`config.mk`:
```
export PLATFORM = sky130hd
export DESIGN_NAME = scalc_queue
export DESIGN_NICKNAME = d
export VERILOG_FILES = /design/src/design/scalc_queue.sv
export SDC_FILE = /design/constraint.sdc
export NUM_CORES = 1
export LEC_CHECK = 0
export ABC_CLOCK_PERIOD_IN_PS = 2250
export BUFFER_PORTS_ARGS = -buffer_cell sky130_fd_sc_hd__buf_2
export CAP_MARGIN = 25
export CORE_ASPECT_RATIO = 1.4
export CORE_MARGIN = 5
export CORE_UTILIZATION = 55
export CTS_CLUSTER_SIZE = 25
export DETAILED_ROUTE_END_ITERATION = 12
export PLACE_DENSITY = 0.77
export SYNTH_ARGS = -nofsm -noshare
export SYNTH_HDL_FRONTEND = slang
export SYNTH_SLANG_ARGS = --single-unit
export TNS_END_PERCENT = 5
```
`constraint.sdc`:
```
create_clock -name clk_i -period 2.25 [get_ports clk_i]
set_input_delay 0.1125 -clock clk_i [delete_from_list [all_inputs] [get_ports clk_i]]
set_output_delay 0.1125 -clock clk_i [all_outputs]
set_load 0.02 [all_outputs]
```
`src/design/scalc_queue.sv`:
```
// Small FIFO decoupling the front end from the back end.
// No dependencies.
`timescale 1ns / 1ps
module scalc_queue #(
  parameter int WIDTH = 8,
  parameter int DEPTH = 4
) (
  input  logic             clk_i,
  input  logic             rst_ni,
  input  logic             push_i,
  input  logic [WIDTH-1:0] data_i,
  output logic             full_o,
  input  logic             pop_i,
  output logic [WIDTH-1:0] data_o,
  output logic             empty_o
);

  localparam int PW = $clog2(DEPTH);
  localparam int CW = $clog2(DEPTH + 1);

  logic [WIDTH-1:0] buf_q [DEPTH];
  logic [PW-1:0]    wr_q, rd_q;
  logic [CW-1:0]    cnt_q;

  assign full_o  = (cnt_q == CW'(DEPTH));
  assign empty_o = (cnt_q == '0);
  assign data_o  = buf_q[rd_q];

  always_ff @(posedge clk_i) begin
    if (push_i && !full_o) begin
      buf_q[wr_q] <= data_i;
    end
  end

  always_ff @(posedge clk_i or negedge rst_ni) begin
    if (!rst_ni) begin
      wr_q  <= '0;
      rd_q  <= '0;
      cnt_q <= '0;
    end else begin
      if (push_i && !full_o) begin
        wr_q <= (wr_q == PW'(DEPTH - 1)) ? '0 : wr_q + PW'(1);
      end
      if (pop_i && !empty_o) begin
        rd_q <= (rd_q == PW'(DEPTH - 1)) ? '0 : rd_q + PW'(1);
      end
      cnt_q <= cnt_q + CW'(push_i && !full_o) - CW'(pop_i && !empty_o);
    end
  end

endmodule

```
==> flow_summary.toml <==
[outcome]
outcome = "finished, final reports clean"

[pwr]
power_mw = 2.43
leakage_nw = 0.728
power.density_nw_per_um2 = 1300
ir_worst_vdd_mv = 0.728

[global_routing]
grt_max_degree = 12
antenna_found_initial = 0
grt_pass1_wl_um = 4400
grt_util_met2_pct = 27.1
track_usage_pct = 15.2
use_met1_pct = 16.1
grt_pass1_vias = 895
overflow = 0
use_met3_pct = 6.08
top_usage_layer = "met2"

[floorplanning]
die_area_um2 = 4140
core_um2 = 2850
die_w_um = 55.8
ios = 22
die_h_um = 74.2
start_util_pct = 56.8
rows = 23

[final_layout]
nets = 130
fill_cells = 208
antennaDiodeCount = 0
syn2layout_area_growth_pct = 15.8
drive_gt1_share_pct = 42.3

[synth]
synthAdderAreaFrac_pct = 6.65
synthFlopType = "edfxtp_1"
synthSimpleGateAreaFrac_pct = 6.03
netlist_area_um2 = 1620
syn_area_per_cell_um2 = 20.0
netlist_top_cells_area = "edfxtp_1, mux4_2, dfrtp_1"
async_reset_ff_share_pct = 17.9
post-synth-top-count-cell = "edfxtp_1"
muxShareOfSynthArea_pct = 13.5
synth_top_area_share_pct = 59.4
syn_inst = 81
ys_ff_latch = 39
synth_xor_area_share_pct = 1.08
ys_seq_area_share_pct = 70.2
synth_common_cells = "edfxtp_1, mux4_2, dfrtp_1, ha_1, inv_1"
syn_nets = 101
yosysTopAreaCell = "edfxtp_1"
yosys_warnings = 0
synth_top_family_by_area = "multiplexers"
synth-compound-area-share_pct = 0.387
synth_edf_count = 32
ys_types = 21

[critical_path]
r2r_start = "cnt_q[1]"
cp-start-kind = "flop"
slowest_delay_ns = 0.47
crit_fanout = 4
crit_type = "flop to flop"
critPathSlowestCell = "dfrtp_2"
critPathArrivalTime_ns = 2.33
critPathRequiredTime_ns = 2.42
cp_cell_sequence = "nor3_4 > nand2b_4 > inv_1 > ha_1 > inv_1 > ha_1 > fa_1 > xor2_1 > xnor2_1"
cp-end-kind = "flop"
startpoint = "cnt_q[1]"

[timing]
rsz0062_at_grt = "no"
period_minus_slack_ns = 2.16
post-route-period-util_pct = 96.2
hold_violations = 0
worst_pin_slew_ns = 0.569
fin_setup_tns_ns = 0
hold-worst-slack_ns = 0.0435
maxSlewViolCount = 0
fin_skew_ns = 0.00437
clock.fmax_ghz = 0.462
slew_headroom_pct = 62.0
setup_viol = 0

[clocking]
htree_levels = 2
numCtsBuffers = 5
cts.reportedPaths.clkPinSlew_ns = 0.07
cts_buffer_depth = 2
cts_root_buf = "clkbuf_8"
clock_sinks = 39
clock_latency_ns = 0.29
cts_tree = "built"

[place]
portBuffers = 21
routabilityCongestion = 0.675
dpl.hpwl_um = 1880

[routing]
vias_per_cell = 5.43
final_antenna_net_count = 0
drc = 0
routed_wl_um = 2620
firstDrtPassIters = 4
vias = 804
dr.first_iter.drc_count = 22
detail_route.wl_per_cell_um = 17.7

[hold_path]
hold_path.class = "primary input to flop"
min_from = "data_i[0]"

[run]
cap_violations = 0
-- final cells by class --
cell class	count	area, um^2	area share [%]
Timing Repair Buffer	24	130	6.95
Clock buffer	6	72.6	3.87
Sequential cell	39	1140	60.7
Tap cell	37	46.3	2.47
Multi-Input combinational cell	33	453	24.2
Inverter	7	26.3	1.40
Clock inverter	2	7.51	0.401
-- power breakdown --
group          leakage [nW]  internal [mW]  switching [mW]
Clock                0.0403          0.211           0.224
Sequential            0.375          0.978           0.180
Combinational         0.313          0.414           0.420
-- routing by layer --
metal / vias up / part of all wire, %
met5: - / 0
met4: 0 / 1.0
met3: 6 / 5.6
met2: 27 / 56
met1: 411 / 38
li1: 360 / -
-- kinds of logic after synthesis --
kind of cell             Yosys count
flip-flops                        39
multiplexers                      11
AND/OR/NAND/NOR                   11
buffers and inverters              9
adder cells (fa/ha/maj)            8
XOR/XNOR                           2
AO/OA/AOI/OAI                      1
-- registers in the layout, indices dropped and copies added, names as in the netlist --
| register | flops |
|---|---|
| wr_q | 2 |
| buf_q | 32 |
| rd_q | 2 |
| cnt_q | 3 |
-- placed cells by master, fill, tap and decap left out, types with 2 or more instances in the layout --
cell,Yosys,layout
and2_2,4,4
mux4_2,8,8
ha_1,7,7
edfxtp_1,32,32
nor2_1,2,2
dfrtp_1,7,6
clkinv_1,0,2
inv_1,7,7
buf_4,0,2
clkbuf_8,0,5
buf_2,1,21
-- worst max-delay path: cells and delay by family, from the launching register on --
family | cells | cell delay, ns
AND/OR/NAND/NOR | 2 | 0.36
flip-flops | 1 | 0.47
buffers and inverters | 2 | 0.08
XOR/XNOR | 2 | 0.30
adder cells (fa/ha/maj) | 3 | 0.83
-- through the flow --
stage               instance area (um^2)  worst slack (ns)  util (%)  cells
floorplan                           1620            0.0457         -     81
global placement                    1770             0.154      62.0    137
detailed placement                  1770            0.0611      62.0    137
CTS                                 1860            0.0350      65.2    146
global route                        1870            0.0219      65.7    148
finish                              1870            0.0864      65.7    148
-- path summary, 6_finish.rpt --
| kind | end | slack (ns) | cells past startpoint |
|---|---|---|---|
| setup reg to reg | cnt_q[2] | 0.09 | 9 |
| hold reg to reg | cnt_q[2] | 0.56 | 1 |
| min in group asynchronous | cnt_q[1] | 0.18 | 2 |
| setup / recovery | cnt_q[2] | 0.09 | 9 |
| max in group asynchronous | cnt_q[1] | 1.89 | 2 |
| hold / removal | buf_q[3][0] | 0.04 | 1 |
-- what timing repair did --
item                                    CTS  global route
hold buffers                              1             0
resized for setup                         0             1
endpoints found under the hold margin     7             0
endpoints found under the setup margin    0             1
setup buffers                             0             2
(Power assumes the default switching activity.)
