==> src/design/scalc_pkg.sv <==
// Shared types and constants for the set-associative cache controller.
// No dependencies.
`timescale 1ns / 1ps
package scalc_pkg;

  localparam int AGE_W     = 4;
  localparam int SET_OUT_W = 17;
  localparam int WAY_OUT_W = 4;
  localparam int MAX_COUNT = 8;

  localparam logic [AGE_W-1:0] AGE_MAX = '1;

  typedef enum logic [1:0] {
    CFG_WRITE_POLICY = 2'd0,
    CFG_WAYS_LOG2    = 2'd1,
    CFG_BURST_LOG2   = 2'd2
  } cfg_idx_e;

  localparam logic [1:0] POL_WRITE_BACK = 2'd0;

  // Geometry derived from the configuration registers.
  typedef struct packed {
    logic [1:0] policy;
    logic [2:0] wl;
    logic [2:0] bbits;
    logic [4:0] sb;
  } geom_t;

  typedef struct packed {
    logic [SET_OUT_W-1:0] set_index;
    logic                 hit;
    logic [WAY_OUT_W-1:0] way_used;
    logic                 cache_updated;
    logic                 victim_valid;
    logic                 victim_writeback;
    logic                 fill_from_memory;
    logic                 write_through;
    logic                 last;
  } res_t;

endpackage

==> src/design/scalc_front.sv <==
// Front end: accepts access beats and splits them into per-line operations.
// Depends on scalc_pkg.
`timescale 1ns / 1ps
module scalc_front #(
  parameter int SET_W = 17,
  parameter int TAG_W = 18
) (
  input  logic                     clk_i,
  input  logic                     rst_ni,
  input  logic                     s_axis_tvalid_i,
  output logic                     s_axis_tready_o,
  input  logic [39:0]              s_axis_tdata_i,
  input  logic                     s_axis_tuser_i,
  input  scalc_pkg::geom_t         geom_i,
  input  logic                     init_done_i,
  input  logic                     full_i,
  output logic                     push_o,
  output logic [TAG_W+SET_W+1:0]   op_o
);

  logic        busy_q, wr_q;
  logic [31:0] blk_q;
  logic [2:0]  left_q;

  logic [31:0] addr;
  logic [3:0]  cnt;
  logic [4:0]  bmask, off, span, nm1;
  logic        accept;
  logic [31:0] line_addr, tag_full;
  logic [4:0]  shamt;
  logic [SET_W:0]   one_sh;
  logic [SET_W-1:0] set_mask, set_idx;
  logic        is_last;

  assign addr   = s_axis_tdata_i[31:0];
  assign cnt    = (s_axis_tdata_i[35:32] > 4'(scalc_pkg::MAX_COUNT)) ?
                  4'(scalc_pkg::MAX_COUNT) : s_axis_tdata_i[35:32];
  assign bmask  = (5'd1 << geom_i.bbits) - 5'd1;
  assign off    = addr[4:0] & bmask;
  assign span   = off + {1'b0, cnt} - 5'd1;
  assign nm1    = span >> geom_i.bbits;

  assign s_axis_tready_o = !busy_q && init_done_i;
  assign accept = s_axis_tvalid_i && s_axis_tready_o;

  assign line_addr = blk_q << geom_i.bbits;
  assign shamt     = {2'b00, geom_i.bbits} + geom_i.sb;
  assign tag_full  = line_addr >> shamt;
  assign one_sh    = (SET_W+1)'(1) << geom_i.sb;
  assign set_mask  = SET_W'(one_sh - (SET_W+1)'(1));
  assign set_idx   = blk_q[SET_W-1:0] & set_mask;
  assign is_last   = (left_q == 3'd0);

  assign push_o = busy_q && !full_i;
  assign op_o   = {wr_q, is_last, set_idx, tag_full[TAG_W-1:0]};

  always_ff @(posedge clk_i or negedge rst_ni) begin
    if (!rst_ni) begin
      busy_q <= 1'b0;
      wr_q   <= 1'b0;
      blk_q  <= '0;
      left_q <= '0;
    end else if (accept) begin
      if (cnt != 4'd0) begin
        busy_q <= 1'b1;
        wr_q   <= s_axis_tuser_i;
        blk_q  <= addr >> geom_i.bbits;
        left_q <= nm1[2:0];
      end
    end else if (push_o) begin
      blk_q  <= blk_q + 32'd1;
      left_q <= left_q - 3'd1;
      if (is_last) begin
        busy_q <= 1'b0;
      end
    end
  end

endmodule

==> config.mk <==
export PLATFORM = sky130hd
export DESIGN_NAME = scalc_front
export DESIGN_NICKNAME = d
export VERILOG_FILES = /design/src/design/scalc_pkg.sv /design/src/design/scalc_front.sv
export SDC_FILE = /design/constraint.sdc
export NUM_CORES = 1
export LEC_CHECK = 0
export BUFFER_PORTS_ARGS = -buffer_cell sky130_fd_sc_hd__clkbuf_2
export CAP_MARGIN = 10
export CORE_MARGIN = 1
export CORE_UTILIZATION = 30
export DETAILED_ROUTE_END_ITERATION = 10
export HOLD_SLACK_MARGIN = 0.05
export SLEW_MARGIN = 10
export SYNTH_ARGS = -nofsm -noshare
export SYNTH_HDL_FRONTEND = slang
export SYNTH_SLANG_ARGS = --single-unit
==> constraint.sdc <==
create_clock -name clk_i -period 4.05 [get_ports clk_i]
set_input_delay 0.81 -clock clk_i [delete_from_list [all_inputs] [get_ports clk_i]]
set_output_delay 0.81 -clock clk_i [all_outputs]
set_load 0.02 [all_outputs]
==> reports/results.txt, run 1 <==
Max Clk Rate: 235 MHz
Final nets: 1178
1st-pass router iterations: 5
ANT nets after route: 0
DR top layer: met4
Cells on Worst Hold Path: 2
met3 routed WL: 1400 µm
worst-path fanout max: 7
Ant. Diodes: 0
H-tree depth: 2
Root Driver: clkbuf_16
Post-DP HPWL: 19100 µm
Mapped Area: 0.00750 mm²
number of stages on the worst setup path: 11
vias per inst: 5.73
DIE AREA: 0.0256 mm²
CP Cell Sequence: buf_8 -> ha_4 -> buf_12 -> mux4_2 -> mux2_4 -> mux2_4 -> a221o_1 -> mux2i_1 -> or2_1 -> o311ai_2 -> buf_4
num ports: 98
Worst Setup Start Kind: primary input
Final Skew: 0.00521 ns
synth warn: 0
power per cell area: 555 mW/mm²
RSZ-0062 raised after global routing: true
post-synth top area share: 12.3%
syn nets: 1040
Avg Cell Area, Syn: 7.77 µm²
Max-slew headroom: 35.1%
Routability Congestion: 0.901
status: complete, but fails checks
Initial Util: 30.7%
final slew viol count: 0
fin crit period: 4.26 ns
Hold WC Path Type: register to register
Clock transition at path regs: 0.06 ns
clk sinks: 37
EDFF count, synth: 0
TritonCTS clock tree: built
register area: 926 µm²
setup TNS: -1.84 ns
Period Utilization, post-route: 105%
die width: 160 µm
Filler cells: 2519
met2 wire length: 11700 µm
CP Class: primary input to primary output
1st-iter DRT viols: 845
register area share after synthesis: 12.3%
number of global-route vias before repair: 7606
top cells by count, synth: nand2_1, a21oi_1, nor2_1
Synth Flop Type: dfrtp_1
Slowest-stage cell, CP: mux4_2
WP data arrival: 3.45 ns
clk_lat worst skew: 0.29 ns
Congestion Overflow GR: 0
worst setup margin: -0.210 ns
Clock Path Buffers: 2
r2r worst-path depth: 8
CP Data Required Time: 3.24 ns
Layout area overhead: 26.7%
most common cell in the synthesized netlist: nand2_1
Worst Tran Pin Value: 0.974 ns
crit end category: primary output
final WL: 25400 µm
P_leak: 0.00402 µW
fraction of final layout cells sized beyond drive strength 1: 33.8%
total CTS buffers: 5
initial antenna violation count: 0
cell count after synthesis: 965
failing checks: setup timing
Yosys cell types: 74
# hold bufs at CTS: 0
# setup viols final: 16
multi-input logic area: 0.00619 mm²
first-pass GRT wire length: 40800 µm
CP dominant cell by count: mux2_4
final core utilization: 38.9%
Post-synth ARST share: 100%
Core Rows: 57
vias: 8184
cell family with most CP delay: multiplexers
core footprint: 0.0244 mm²
DRC Markers: 0
worst hold margin: 0.490 ns
dpl ws: -0.297 ns
IO Port Bufs: 88
gr usage total: 19.4%
die height: 160 µm
final count of hold timing violations: 0
max-cap viol count: 0
synth top area cells: dfrtp_1, mux2i_1, mux4_2
WL met1: 11800 µm
critical path buffer and inverter count: 3
number of synthesized register bits: 37
Critical Path Max Stage Delay: 0.51 ns
Peak VDD IR: 0.264 mV
WL per Instance: 17.8 µm
pin count of the biggest net entering global routing: 61
largest area contributor in the netlist: dfrtp_1
==> worst paths after layout <==
path / slack, ns / startpoint / endpoint
setup / recovery: -0.21 / geom_i[5] / op_o[13]
hold / removal: 0.49 / wr_q / wr_q
setup reg to reg: 1.29 / blk_q[7] / blk_q[31]
hold reg to reg: 0.49 / wr_q / wr_q
max in group asynchronous: 2.77 / rst_ni / blk_q[3]
min in group asynchronous: 0.66 / rst_ni / blk_q[26]
==> kinds of logic after synthesis <==
family	share of synthesized area, %
flip-flops	12.3
buffers and inverters	8.21
AO/OA/AOI/OAI	27.4
XOR/XNOR	0.934
adder cells (fa/ha/maj)	2.87
AND/OR/NAND/NOR	18.6
multiplexers	29.7
==> final cells by class <==
class / count / area share (%)
Clock buffer: 7 / 1.50
Multi-Input combinational cell: 803 / 65.2
Tap cell: 324 / 4.27
Timing Repair Buffer: 234 / 18.1
Sequential cell: 37 / 9.75
Inverter: 22 / 0.896
Clock inverter: 1 / 0.316
==> sequential cells by signal, summed over array words and instances (netlist names) <==
signal,flops
blk_q,32
wr_q,1
left_q,3
busy_q,1
==> worst min-delay path: stages, from the launching register on <==
cell,delay [ns]
dfrtp_1,0.35
nand2_1,0.05
nand2_1,0.06
==> stage by stage <==
stage                     std cells  power [µW]  area, µm²
after detailed placement       1410        4460       8960
final                          1428        5270       9500
after floorplan                 965        3180       7510
after global routing           1428        5640       9500
after CTS                      1423        5080       9310
after global placement         1410        4420       8960
==> cell usage in the layout, fill, tap and decap left out, types with 8 or more instances in the layout <==
master,Yosys,layout
buf_4,9,136
nand2_1,104,103
a21oi_1,99,99
nor2_1,92,89
clkbuf_2,0,73
o21ai_0,63,61
mux2i_1,70,59
dfrtp_1,37,37
mux4_2,30,36
mux2_2,39,34
nand3_1,27,27
o22ai_1,26,24
inv_1,21,20
nor2b_1,14,13
ha_1,14,13
nand2b_1,12,12
and2_1,11,11
nor3_1,12,11
mux2i_2,1,10
and3_1,9,9
o21a_1,8,8
a31oi_1,8,8
==> where the power goes <==
| group | internal (µW) | total (µW) | leakage (µW) | switching (µW) |
|---|---|---|---|---|
| logic | 1860 | 3770 | 0.00351 | 1910 |
| registers | 546 | 1040 | 0.000430 | 489 |
| clock network | 308 | 464 | 0.0000841 | 156 |
==> per-layer routing <==
layer	vias to the layer above	track usage, %
met5	-	0
li1	3926	-
met1	3902	27.7
met4	0	5.11
met2	326	31.4
met3	30	1.66
==> timing repair <==
action	in CTS	in global routing
endpoints found under the setup margin	18	18
resized for setup	37	47
setup buffers	4	5
pin swaps	10	13
cloned	1	0
(Power assumes the default switching activity.)
==> run 2, diff against run 1 <==
Settings changed: CORE_UTILIZATION 30 to 37, PLACE_DENSITY set to 0.53.
==> run 2 against run 1 <==
  * The flow still finishes with violations (setup timing)
  * Highest routed layer unchanged
  * Sequential power barely moved
  * Register-to-register slack improved by 0.02 ns
  * Sequential share of layout area fell by 0.070 points
  * Critical path type unchanged
  * Clock power rose by 14%
  * Sequential cell count did not move
==> reports/results.txt, run 2 (synthesis results as in run 1) <==
worst hold margin: 0.487 ns (was 0.490 ns)
WP data arrival: 3.51 ns (was 3.45 ns)
IO Port Bufs: 88 (unchanged)
fraction of final layout cells sized beyond drive strength 1: 34.2% (was 33.8%)
worst-path fanout max: 6 (was 7)
Routability Congestion: 0.921 (was 0.901)
WL per Instance: 19.3 µm (was 17.8 µm)
status: complete, but fails checks (unchanged)
Max Clk Rate: 231 MHz (was 235 MHz)
TritonCTS clock tree: built (unchanged)
DRC Markers: 0 (unchanged)
Worst Setup Start Kind: primary input (unchanged)
1st-pass router iterations: 5 (unchanged)
clk_lat worst skew: 0.29 ns (about the same)
clk sinks: 37 (unchanged)
Crit. Startpoint: geom_i[5] (unchanged)
Final nets: 1182 (was 1178)
Biggest register: blk_q (unchanged)
final core utilization: 48.7% (was 38.9%)
# setup viols final: 18 (was 16)
reg2reg start: blk_q[6] (was blk_q[7])
H-tree depth: 2 (unchanged)
ANT nets after route: 0 (unchanged)
Clock transition at path regs: 0.06 ns (about the same)
Period Utilization, post-route: 107% (was 105%)
Ant. Diodes: 0 (unchanged)
final cell count without fillers: 1373 (was 1428)
CP Class: primary input to primary output (unchanged)
first-pass GRT wire length: 42200 µm (was 40800 µm)
most common cell after layout, fill and taps aside: buf_4 (unchanged)
core footprint: 0.0197 mm² (was 0.0244 mm²)
1st-iter DRT viols: 649 (was 845)
failing checks: setup timing (unchanged)
power per cell area: 574 mW/mm² (was 555 mW/mm²)
Initial Util: 38.1% (was 30.7%)
# hold bufs at CTS: 0 (unchanged)
final slew viol count: 0 (unchanged)
Layout area overhead: 27.6% (was 26.7%)
Hold WC Path Type: register to register (unchanged)
number of global-route vias before repair: 7643 (was 7606)
Post-DP HPWL: 20300 µm (was 19100 µm)
max reg flops: 32 (unchanged)
Clock Path Buffers: 2 (unchanged)
final count of hold timing violations: 0 (unchanged)
gr usage total: 26.0% (was 19.4%)
Top Registers: blk_q (32), left_q (3) (unchanged)
total CTS buffers: 5 (unchanged)
Root Driver: clkbuf_16 (unchanged)
vias: 8196 (was 8184)
max-cap viol count: 0 (unchanged)
fin crit period: 4.32 ns (was 4.26 ns)
Peak VDD IR: 0.250 mV (was 0.264 mV)
Congestion Overflow GR: 0 (unchanged)
vias per inst: 5.97 (was 5.73)
Hold Startpoint: wr_q (unchanged)
DIE AREA: 0.0208 mm² (was 0.0256 mm²)
Core Rows: 51 (was 57)
Final Skew: 0.00978 ns (was 0.00521 ns)
Max-slew headroom: 30.1% (was 35.1%)
setup TNS: -3.18 ns (was -1.84 ns)
RSZ-0062 raised after global routing: true (unchanged)
pin count of the biggest net entering global routing: 41 (was 61)
final WL: 26500 µm (was 25400 µm)
num ports: 98 (unchanged)
most frequent cells in the layout: buf_4, nand2_1, a21oi_1, nor2_1, clkbuf_2 (unchanged)
die height: 144 µm (was 160 µm)
Placed Cells: 1353 (was 1410)
CP Data Required Time: 3.24 ns (about the same)
crit end category: primary output (unchanged)
Worst Tran Pin Value: 1.05 ns (was 0.974 ns)
worst setup margin: -0.272 ns (was -0.210 ns)
initial antenna violation count: 0 (unchanged)
P_leak: 0.00406 µW (was 0.00402 µW)
die width: 144 µm (was 160 µm)
-- run 2: cell types whose count changed in the layout (fill, tap and decap cells not counted), sizes merged --
cell | previous run | this run
buf | 159 | 170
clkbuf | 82 | 73
bufinv | 1 | 2
inv | 21 | 22
-- run 2: power breakdown --
part / switching, µW / internal, µW / leakage [µW]
clock: 175 / 355 / 0.0000944
sequential: 489 / 546 / 0.000430
combinational: 1990 / 1930 / 0.00354
-- run 2: what timing repair did --
action                                  4_1_cts  5_1_grt
pin swaps                                    12       20
cloned                                        1        0
setup buffers                                 6        8
resized for setup                            45       76
endpoints found under the setup margin       18       18
-- run 2: metrics by stage --
stage / setup WS [ns] / instance area (µm²) / total power, µW
after floorplan: 0.000158 / 7510 / 3180
final: -0.272 / 9570 / 5490
after global placement: -0.324 / 8880 / 4490
after detailed placement: -0.335 / 8880 / 4510
after CTS: -0.255 / 9320 / 5200
after global routing: -0.355 / 9570 / 5870
-- run 2: cell type report --
cell class                 instances  area, µm²
fill                            2001      10100
multi-input combinational        803       6270
timing repair buffer             238       1770
sequential                        37        926
tap                              265        332
clock buffer                       5        125
inverter                          22       82.6
clock inverter                     3       68.8
-- run 2: final timing paths --
path,to,slack [ns],cells past startpoint
worst max register to register,blk_q[31],1.31,7
worst min register to register,wr_q,0.49,2
worst max-delay path,op_o[8],-0.27,12
min in group asynchronous,busy_q,0.70,1
max in group asynchronous,left_q[2],2.71,1
worst min-delay path,wr_q,0.49,2
-- run 2: per-layer routing --
layer	track usage [%]	vias to the layer above	routed length [µm]
met4	5.93	0	511
li1	-	3943	-
met5	0	-	0
met1	37.8	3967	12500
met3	2.52	35	1540
met2	41.1	251	12000
-- run 2: worst max-delay path: stages --
cell	delay, ns
buf_8	0.10
ha_4	0.27
buf_12	0.13
buf_8	0.14
mux4_1	0.62
a22oi_1	0.30
o21a_1	0.23
mux2i_1	0.13
mux4_2	0.49
nand2_2	0.09
o31ai_4	0.07
buf_6	0.13
